### config.mk
export PLATFORM = sky130hd
export DESIGN_NAME = murmur64a_stream_hash
export DESIGN_NICKNAME = d
export VERILOG_FILES = /design/src/rtl/core/mm64_pkg.sv /design/src/rtl/core/mm64_front.sv /design/src/rtl/core/mm64_queue.sv /design/src/rtl/core/mm64_mul.sv /design/src/rtl/core/mm64_back.sv /design/src/rtl/core/murmur64a_stream_hash.sv
export SDC_FILE = /design/constraint.sdc
export NUM_CORES = 2
export LEC_CHECK = 0
export BUFFER_PORTS_ARGS = -buffer_cell sky130_fd_sc_hd__buf_4
export CAP_MARGIN = 20
export CORE_MARGIN = 10
export CORE_UTILIZATION = 55
export DETAILED_ROUTE_END_ITERATION = 8
export PLACE_DENSITY_LB_ADDON = 0.2
export SETUP_SLACK_MARGIN = 0.5
export SYNTH_ARGS = -nofsm -noshare
export SYNTH_HDL_FRONTEND = slang
export SYNTH_SLANG_ARGS = --single-unit
### constraint.sdc
create_clock -name i_clk -period 19.4 [get_ports i_clk]
set_input_delay 0 -clock i_clk [delete_from_list [all_inputs] [get_ports i_clk]]
set_output_delay 0 -clock i_clk [all_outputs]
set_load 0.02 [all_outputs]
### src/rtl/core/mm64_pkg.sv
// ----------------------------------------------------------------------------
// MurmurHash64A stream hasher package
// Shared constants, the queued item type and the multiplier handshake types.
// ----------------------------------------------------------------------------
package mm64_pkg;

    localparam logic [63:0] MIX_MULT    = 64'hc6a4a7935bd1e995;
    localparam int          MIX_SHIFT   = 47;
    localparam int          QUEUE_DEPTH = 2;

    // How the back end folds one item into the running hash.
    typedef enum logic [1:0] {
        K_NONE,
        K_TAIL,
        K_FULL
    } t_kind;

    // One classified item as it waits in the queue.
    typedef struct packed {
        logic [63:0] word;
        t_kind       kind;
        logic        first;
        logic        last;
        logic [31:0] length;
    } t_item;

    // Request to and response from the shared multiply-by-M unit.
    typedef struct packed {
        logic        start;
        logic [63:0] operand;
    } t_mul_req;

    typedef struct packed {
        logic        done;
        logic [63:0] result;
    } t_mul_rsp;

endpackage

### src/rtl/core/mm64_front.sv
// ----------------------------------------------------------------------------
// MurmurHash64A front end
// Accepts input requests, masks unused bytes, classifies each item and
// pushes it into the queue.
// ----------------------------------------------------------------------------
module mm64_front
    import mm64_pkg::*;
(
    input  logic        i_clk,
    input  logic        i_rst_n,
    input  logic        i_in_valid,
    output logic        o_in_stall,
    input  logic [63:0] i_data_word,
    input  logic [3:0]  i_byte_count,
    input  logic        i_last_item,
    input  logic [31:0] i_message_length,
    input  logic        i_q_full,
    output logic        o_push,
    output t_item       o_item
);

    // High while a message has started and its last item is not yet taken.
    logic r_in_msg;
    logic n_in_msg;

    assign o_in_stall = i_q_full;
    assign o_push     = i_in_valid && !i_q_full;

    always_comb begin
        for (int j = 0; j < 8; j++) begin
            o_item.word[j*8 +: 8] = (i_byte_count > 4'(j)) ? i_data_word[j*8 +: 8] : 8'h00;
        end
        if (i_byte_count[3]) begin
            o_item.kind = K_FULL;
        end else if (i_byte_count == 4'd0) begin
            o_item.kind = K_NONE;
        end else begin
            o_item.kind = K_TAIL;
        end
        o_item.first  = !r_in_msg;
        o_item.last   = i_last_item;
        o_item.length = i_message_length;
        n_in_msg      = o_push ? !i_last_item : r_in_msg;
    end

    always_ff @(posedge i_clk) begin
        if (!i_rst_n) begin
            r_in_msg <= 1'b0;
        end else begin
            r_in_msg <= n_in_msg;
        end
    end

endmodule

### src/rtl/core/mm64_queue.sv
// ----------------------------------------------------------------------------
// MurmurHash64A item queue
// Small first-in first-out buffer between the front and back ends.
// ----------------------------------------------------------------------------
module mm64_queue
    import mm64_pkg::*;
#(
    parameter int DEPTH = QUEUE_DEPTH
) (
    input  logic  i_clk,
    input  logic  i_rst_n,
    input  logic  i_push,
    input  t_item i_item,
    input  logic  i_pop,
    output t_item o_item,
    output logic  o_empty,
    output logic  o_full
);

    localparam int PW = (DEPTH > 1) ? $clog2(DEPTH) : 1;
    localparam int CW = $clog2(DEPTH + 1);

    t_item          r_mem [DEPTH];
    logic [PW-1:0]  r_wr;
    logic [PW-1:0]  r_rd;
    logic [CW-1:0]  r_cnt;

    assign o_empty = (r_cnt == CW'(0));
    assign o_full  = (r_cnt == CW'(DEPTH));
    assign o_item  = r_mem[r_rd];

    always_ff @(posedge i_clk) begin
        if (i_push) begin
            r_mem[r_wr] <= i_item;
        end
    end

    always_ff @(posedge i_clk) begin
        if (!i_rst_n) begin
            r_wr  <= '0;
            r_rd  <= '0;
            r_cnt <= '0;
        end else begin
            if (i_push) begin
                r_wr <= (r_wr == PW'(DEPTH - 1)) ? '0 : r_wr + 1'b1;
            end
            if (i_pop) begin
                r_rd <= (r_rd == PW'(DEPTH - 1)) ? '0 : r_rd + 1'b1;
            end
            if (i_push && !i_pop) begin
                r_cnt <= r_cnt + 1'b1;
            end else if (!i_push && i_pop) begin
                r_cnt <= r_cnt - 1'b1;
            end
        end
    end

endmodule

### src/rtl/core/mm64_mul.sv
// ----------------------------------------------------------------------------
// MurmurHash64A multiply unit
// Forms operand * M modulo 2^64 on one 32x32 multiplier over four steps.
// ----------------------------------------------------------------------------
module mm64_mul
    import mm64_pkg::*;
(
    input  logic     i_clk,
    input  logic     i_rst_n,
    input  t_mul_req i_req,
    output t_mul_rsp o_rsp
);

    // Low 32x32 product, then the two cross products that land in the top half.
    typedef enum logic [1:0] {
        ST_LO_LO,
        ST_HI_LO,
        ST_LO_HI,
        ST_SUM
    } t_step;

    t_step       r_step;
    logic        r_busy;
    logic        r_done;
    logic [63:0] r_a;
    logic [63:0] r_prod;
    logic [63:0] r_acc;
    logic [31:0] op_x;
    logic [31:0] op_y;
    logic [63:0] prod;

    always_comb begin
        case (r_step)
            ST_HI_LO: begin
                op_x = r_a[63:32];
                op_y = MIX_MULT[31:0];
            end
            ST_LO_HI: begin
                op_x = r_a[31:0];
                op_y = MIX_MULT[63:32];
            end
            default: begin
                op_x = r_a[31:0];
                op_y = MIX_MULT[31:0];
            end
        endcase
        prod = 64'(op_x) * 64'(op_y);
    end

    assign o_rsp.done   = r_done;
    assign o_rsp.result = r_acc;

    always_ff @(posedge i_clk) begin
        if (i_req.start) begin
            r_a <= i_req.operand;
        end
        if (r_busy) begin
            r_prod <= prod;
            case (r_step)
                ST_HI_LO: r_acc <= r_prod;
                ST_LO_HI: r_acc[63:32] <= r_acc[63:32] + r_prod[31:0];
                ST_SUM:   r_acc[63:32] <= r_acc[63:32] + r_prod[31:0];
                default:  r_acc <= r_acc;
            endcase
        end
        if (!i_rst_n) begin
            r_step <= ST_LO_LO;
            r_busy <= 1'b0;
            r_done <= 1'b0;
        end else begin
            r_done <= 1'b0;
            if (i_req.start) begin
                r_step <= ST_LO_LO;
                r_busy <= 1'b1;
            end else if (r_busy) begin
                case (r_step)
                    ST_LO_LO: r_step <= ST_HI_LO;
                    ST_HI_LO: r_step <= ST_LO_HI;
                    ST_LO_HI: r_step <= ST_SUM;
                    default: begin
                        r_step <= ST_LO_LO;
                        r_busy <= 1'b0;
                        r_done <= 1'b1;
                    end
                endcase
            end
        end
    end

endmodule

### src/rtl/core/mm64_back.sv
// ----------------------------------------------------------------------------
// MurmurHash64A back end
// Sequences the seeding, word scramble, hash fold and finalization of each
// message item by item and holds the result for the output channel.
// ----------------------------------------------------------------------------
module mm64_back
    import mm64_pkg::*;
(
    input  logic        i_clk,
    input  logic        i_rst_n,
    input  logic [63:0] i_seed,
    input  logic        i_q_empty,
    input  t_item       i_q_item,
    output logic        o_pop,
    output t_mul_req    o_mul_req,
    input  t_mul_rsp    i_mul_rsp,
    output logic        o_out_valid,
    input  logic        i_out_stall,
    output logic [63:0] o_hash_value
);

    typedef enum logic [2:0] {
        S_IDLE,
        S_SEED,
        S_BODY,
        S_K1,
        S_K2,
        S_HMUL,
        S_CHECK,
        S_FIN
    } t_state;

    t_state      r_state;
    t_state      n_state;
    t_item       r_item;
    t_item       n_item;
    logic [63:0] r_h;
    logic [63:0] n_h;
    logic        r_out_valid;
    logic        n_out_valid;
    logic [63:0] r_out;
    logic [63:0] n_out;

    // Set once the finalize product has landed in r_h.
    logic r_h_ready;

    always_comb begin
        logic [63:0] v_res;
        v_res       = i_mul_rsp.result;
        n_state     = r_state;
        n_item      = r_item;
        n_h         = r_h;
        n_out       = r_out;
        n_out_valid = r_out_valid && i_out_stall;
        o_pop       = 1'b0;
        o_mul_req   = '0;
        case (r_state)
            S_IDLE: begin
                if (!i_q_empty) begin
                    o_pop  = 1'b1;
                    n_item = i_q_item;
                    if (i_q_item.first) begin
                        o_mul_req.start   = 1'b1;
                        o_mul_req.operand = {32'h0, i_q_item.length};
                        n_state           = S_SEED;
                    end else begin
                        n_state = S_BODY;
                    end
                end
            end
            S_SEED: begin
                if (i_mul_rsp.done) begin
                    n_h     = i_seed ^ v_res;
                    n_state = S_BODY;
                end
            end
            S_BODY: begin
                case (r_item.kind)
                    K_FULL: begin
                        o_mul_req.start   = 1'b1;
                        o_mul_req.operand = r_item.word;
                        n_state           = S_K1;
                    end
                    K_TAIL: begin
                        o_mul_req.start   = 1'b1;
                        o_mul_req.operand = r_h ^ r_item.word;
                        n_state           = S_HMUL;
                    end
                    default: n_state = S_CHECK;
                endcase
            end
            S_K1: begin
                if (i_mul_rsp.done) begin
                    o_mul_req.start   = 1'b1;
                    o_mul_req.operand = v_res ^ (v_res >> MIX_SHIFT);
                    n_state           = S_K2;
                end
            end
            S_K2: begin
                if (i_mul_rsp.done) begin
                    o_mul_req.start   = 1'b1;
                    o_mul_req.operand = r_h ^ v_res;
                    n_state           = S_HMUL;
                end
            end
            S_HMUL: begin
                if (i_mul_rsp.done) begin
                    n_h     = v_res;
                    n_state = S_CHECK;
                end
            end
            S_CHECK: begin
                if (r_item.last) begin
                    o_mul_req.start   = 1'b1;
                    o_mul_req.operand = r_h ^ (r_h >> MIX_SHIFT);
                    n_state           = S_FIN;
                end else begin
                    n_state = S_IDLE;
                end
            end
            S_FIN: begin
                // Wait for the product, then for room in the output register.
                if (i_mul_rsp.done) begin
                    n_h = v_res;
                end
                if (r_h_ready && (!r_out_valid || !i_out_stall)) begin
                    n_out       = r_h ^ (r_h >> MIX_SHIFT);
                    n_out_valid = 1'b1;
                    n_state     = S_IDLE;
                end
            end
            default: n_state = S_IDLE;
        endcase
    end

    always_ff @(posedge i_clk) begin
        r_item <= n_item;
        r_h    <= n_h;
        r_out  <= n_out;
        if (!i_rst_n) begin
            r_state     <= S_IDLE;
            r_out_valid <= 1'b0;
            r_h_ready   <= 1'b0;
        end else begin
            r_state     <= n_state;
            r_out_valid <= n_out_valid;
            if (r_state == S_FIN && i_mul_rsp.done) begin
                r_h_ready <= 1'b1;
            end else if (n_state == S_IDLE) begin
                r_h_ready <= 1'b0;
            end
        end
    end

    assign o_out_valid  = r_out_valid;
    assign o_hash_value = r_out;

endmodule

### src/rtl/core/murmur64a_stream_hash.sv
// ----------------------------------------------------------------------------
// MurmurHash64A stream hasher
// Hashes a byte message fed as little-endian 64-bit words and returns the
// 64-bit MurmurHash64A of the whole message after its last word.
// ----------------------------------------------------------------------------
//
//  Channel   Direction  Handshake                  Request contents
//  input     in         i_in_valid / o_in_stall     data word, byte count, last, length
//  output    out        o_out_valid / i_out_stall   finalized hash value
//  config    in         i_cfg_valid / o_cfg_ready   hash seed
//
// Every multiply by M runs on one shared 32x32 multiplier. A full word takes three
// multiplies, a tail word one, a zero-byte word none, and the first word of a message
// one more for the length multiply. Finishing takes one multiply and then registers
// the result; a stalled result holds the back end once the next message reaches its
// finalization, and the two-entry queue then fills and stalls the input.
// Reset is synchronous and active low; it clears the control state and the seed to zero.
//
module murmur64a_stream_hash
    import mm64_pkg::*;
#(
    parameter int QDEPTH = QUEUE_DEPTH
) (
    input  logic        i_clk,
    input  logic        i_rst_n,
    input  logic        i_cfg_valid,
    output logic        o_cfg_ready,
    input  logic [63:0] i_cfg_data,
    input  logic        i_in_valid,
    output logic        o_in_stall,
    input  logic [63:0] i_data_word,
    input  logic [3:0]  i_byte_count,
    input  logic        i_last_item,
    input  logic [31:0] i_message_length,
    output logic        o_out_valid,
    input  logic        i_out_stall,
    output logic [63:0] o_hash_value
);

    logic [63:0] r_seed;
    logic        push;
    logic        pop;
    logic        q_full;
    logic        q_empty;
    t_item       push_item;
    t_item       head_item;
    t_mul_req    mul_req;
    t_mul_rsp    mul_rsp;

    // The seed register takes a write request in any cycle.
    assign o_cfg_ready = 1'b1;

    always_ff @(posedge i_clk) begin
        if (!i_rst_n) begin
            r_seed <= '0;
        end else if (i_cfg_valid) begin
            r_seed <= i_cfg_data;
        end
    end

    mm64_front u_front (
        .i_clk            (i_clk),
        .i_rst_n          (i_rst_n),
        .i_in_valid       (i_in_valid),
        .o_in_stall       (o_in_stall),
        .i_data_word      (i_data_word),
        .i_byte_count     (i_byte_count),
        .i_last_item      (i_last_item),
        .i_message_length (i_message_length),
        .i_q_full         (q_full),
        .o_push           (push),
        .o_item           (push_item)
    );

    mm64_queue #(
        .DEPTH (QDEPTH)
    ) u_queue (
        .i_clk   (i_clk),
        .i_rst_n (i_rst_n),
        .i_push  (push),
        .i_item  (push_item),
        .i_pop   (pop),
        .o_item  (head_item),
        .o_empty (q_empty),
        .o_full  (q_full)
    );

    mm64_mul u_mul (
        .i_clk   (i_clk),
        .i_rst_n (i_rst_n),
        .i_req   (mul_req),
        .o_rsp   (mul_rsp)
    );

    mm64_back u_back (
        .i_clk        (i_clk),
        .i_rst_n      (i_rst_n),
        .i_seed       (r_seed),
        .i_q_empty    (q_empty),
        .i_q_item     (head_item),
        .o_pop        (pop),
        .o_mul_req    (mul_req),
        .i_mul_rsp    (mul_rsp),
        .o_out_valid  (o_out_valid),
        .i_out_stall  (i_out_stall),
        .o_hash_value (o_hash_value)
    );

endmodule
==> results.md <==
* Vias in the first global route at 37200
* Final hold viol count at 0
* Data required, critical path at 19760 ps
* Number of synthesized flops with an enable pin at 587
* Reg2reg setup slack at slightly above 9000 ps
* Design area at 60100 um^2
* H-tree depth at 2
* Setup Skew at ~16 ps
* Number of library cell types mapped by synthesis at 82
* Detailed-route via count at 36200
* Outcome: finished clean
* RePlAce Congestion at approximately 0.96
* Min Tclk post-route at 10350 ps
* Grt ovf at 0
* Yosys reg bits at 666
* Post-DRT Antenna Nets at 0
* Synth Instances at 4486
* Most used DFF post-synth: edfxtp_1
* Clk sinks at 666
* Crit path max fanout at 14
* Die area at approximately 110000 um^2
* Synthesized area per cell at 11.8 um^2
* CP Capture Type: register
* Residual DRC at 0
* Reg clk slew, reported paths at roughly 70 ps
* Post-detail-place hpwl at roughly 130000 um
* Most frequent cells after synthesis: inv_1 (825), fa_1 (626), edfxtp_1 (587)
* Layout area overhead at 13.3%
* DR WL/cell at between 20 and 30 um
* Critical path class: reg2reg
* Max-Cap Viols at 0
* Mapped Area at between 50000 and 60000 um^2
* Hold Crit Class: in2reg
* Fin. max-slew vios at 0
* Setup TNS Final at 0 ps
* Setup Buffers After CTS at 0
* Final setup viols at 0
* Antenna violations before repair at 5
* # nets final at 6105
* Pin count of the biggest net entering global routing at 87
* Clk Latency, worst-skew pair at 620 ps
* First-pass GRT wire length at 241000 um
* Yosys warnings at 0
* Die H at 330 um
* Gr usage total at 29.8%
* Antenna cells at 0
* Top post-synthesis cells by area: edfxtp_1 (33%), fa_1 (24%), ha_1 (10%), inv_1 (5.8%), dfxtp_1 (3.0%)
* Routed vias/inst at 5.85
* Relative slew margins at 21.3%
* Core Box Area at 95300 um^2
* CP arrival at 10710 ps
* Post-synth top area cell: edfxtp_1
* RSZ-0062 raised after global routing: false
* Starting Density at 55.6%
* Most common cell in the netlist: inv_1
* Die width at between 300 and 400 um
* Top-area cell type share of the netlist area at 33.3%
* Peak Freq at 96.6 MHz
* Final worst path period share at 53.3%
* CTS tree: built
* Root buf cell: clkbuf_16
* CTS max path bufs at 3
* Pre-antenna DRT Iters at 6
* # port buffers at 235
* Std cell rows at 113
* WL final at ~160000 um
* Initial DRC Count at 3536
* Worst Max-Slew Pin Slew at 1150 ps
* Placed Area at roughly 56000 um^2
* FFs w/ async S/R, synth at 0%
* Sequential area share after synthesis at 36.2%
* Nature of the critical path startpoint: register
* CTS buffer count at 57
* Top Ports at around 240
* Share of cells above drive strength 1 at 11.0%
worst paths after layout:
check | from | endpoint | cells past startpoint
worst max register to register | u_mul.r_step[1]$_SDFFE_PP0P_ | u_mul.r_prod[59]$_DFFE_PP_ | 26
worst min-delay path | i_rst_n | u_queue.r_wr$_SDFFE_PN0P_ | 2
worst min register to register | u_front.r_in_msg$_SDFFE_PN0P_ | u_queue.r_mem[1][33]$_DFFE_PP_ | 1
worst max-delay path | u_mul.r_step[1]$_SDFFE_PP0P_ | u_mul.r_prod[59]$_DFFE_PP_ | 26
cells by family (layout without fill, tap and decap cells):
kind of cell             Yosys count  after routing  synth area share (%)
flip-flops                       666            666                  36.2
AND/OR/NAND/NOR                  589            589                  5.54
adder cells (fa/ha/maj)         1063           1063                  34.0
XOR/XNOR                         254            254                  4.20
other                              2              3                0.0142
AO/OA/AOI/OAI                    736            736                  9.04
multiplexers                     203            203                  4.11
buffers and inverters            973           1406                  6.90
flip-flops by register name, summed over array words and instances (netlist names), 2 cells and up, named ones only:
register,cells
u_back.o_hash_value,64
u_queue.r_mem,200
u_back.r_state,3
u_back.r_item,67
u_mul.r_acc,64
u_queue.r_cnt,2
u_mul.r_step,2
r_seed,64
u_mul.r_a,64
u_mul.r_prod,64
u_back.r_h,64
through the flow:
stage                     instances  hold WS, ps  setup slack [ps]  util [%]
after CTS                      6184         10.6              9120      63.0
after floorplan                4487         98.9             10580         -
after detailed placement       5882          188              9140      59.0
final                          6185         32.6              9050      63.0
after global routing           6185         46.9              8700      63.0
after global placement         5880          185              8900      59.0
worst max-delay path, cell delays in order, from the launching register on:
cell and delay, ps:
dfxtp_1 350, inv_1 90, ha_2 470, mux2i_1 990
inv_1 630, and2_1 560, fa_1 610, inv_1 60
fa_1 510, fa_1 540, fa_1 520, inv_1 60
fa_1 580, fa_1 440, fa_1 420, fa_1 480
ha_1 400, a21oi_1 210, o21bai_1 80, a21o_1 200
or4_1 440, nor3_1 280, nor2_1 150, a41oi_1 520
o31ai_1 220, a21boi_1 200, xnor2_1 80
per-layer routing:
metal / wire, um / vias up / global-route usage (%)
li1: - / 15800 / -
met1: 66900 / 18300 / 41.9
met2: 74700 / 1775 / 47.0
met3: 13900 / 292 / 4.37
met4: 6490 / 4 / 10.3
met5: 28 / - / 0
placed cells by master (no fill, tap or decap), types with 15 or more instances in the layout:
master and n:
inv_1 824, fa_1 626, edfxtp_1 587, ha_1 432
buf_4 275, o21ai_0 215, dlygate4sd3_1 195, nand2_1 180
a21oi_1 149, xnor2_1 130, xor2_1 124, nor2b_1 122
mux2_2 116, nor2_1 111, a22oi_1 111, mux2i_1 86
dfxtp_1 77, a21o_1 67, clkbuf_16 59, and2_1 44
a221oi_1 37, nand4_1 25, o21bai_1 19, o211ai_1 18
nand3_1 17, o22a_1 17, clkbuf_1 15
area by class of cell:
type | instances | area, um^2
flip-flops and latches | 666 | 19200
fillers | 7423 | 35200
clock inverters | 30 | 304
multi-input cells | 2848 | 30300
well taps | 1265 | 1580
inverters | 828 | 3110
repair buffers | 471 | 4020
clock buffers | 77 | 1570
repair_timing:
item	in CTS	in global routing
endpoints found under the setup margin	0	0
resized for setup	0	0
endpoints found under the hold margin	294	0
hold buffers	195	0
Power is left out: the tool's default activity adds up to more than one toggle a clock period on the data nets, which glitch-free logic cannot reach.
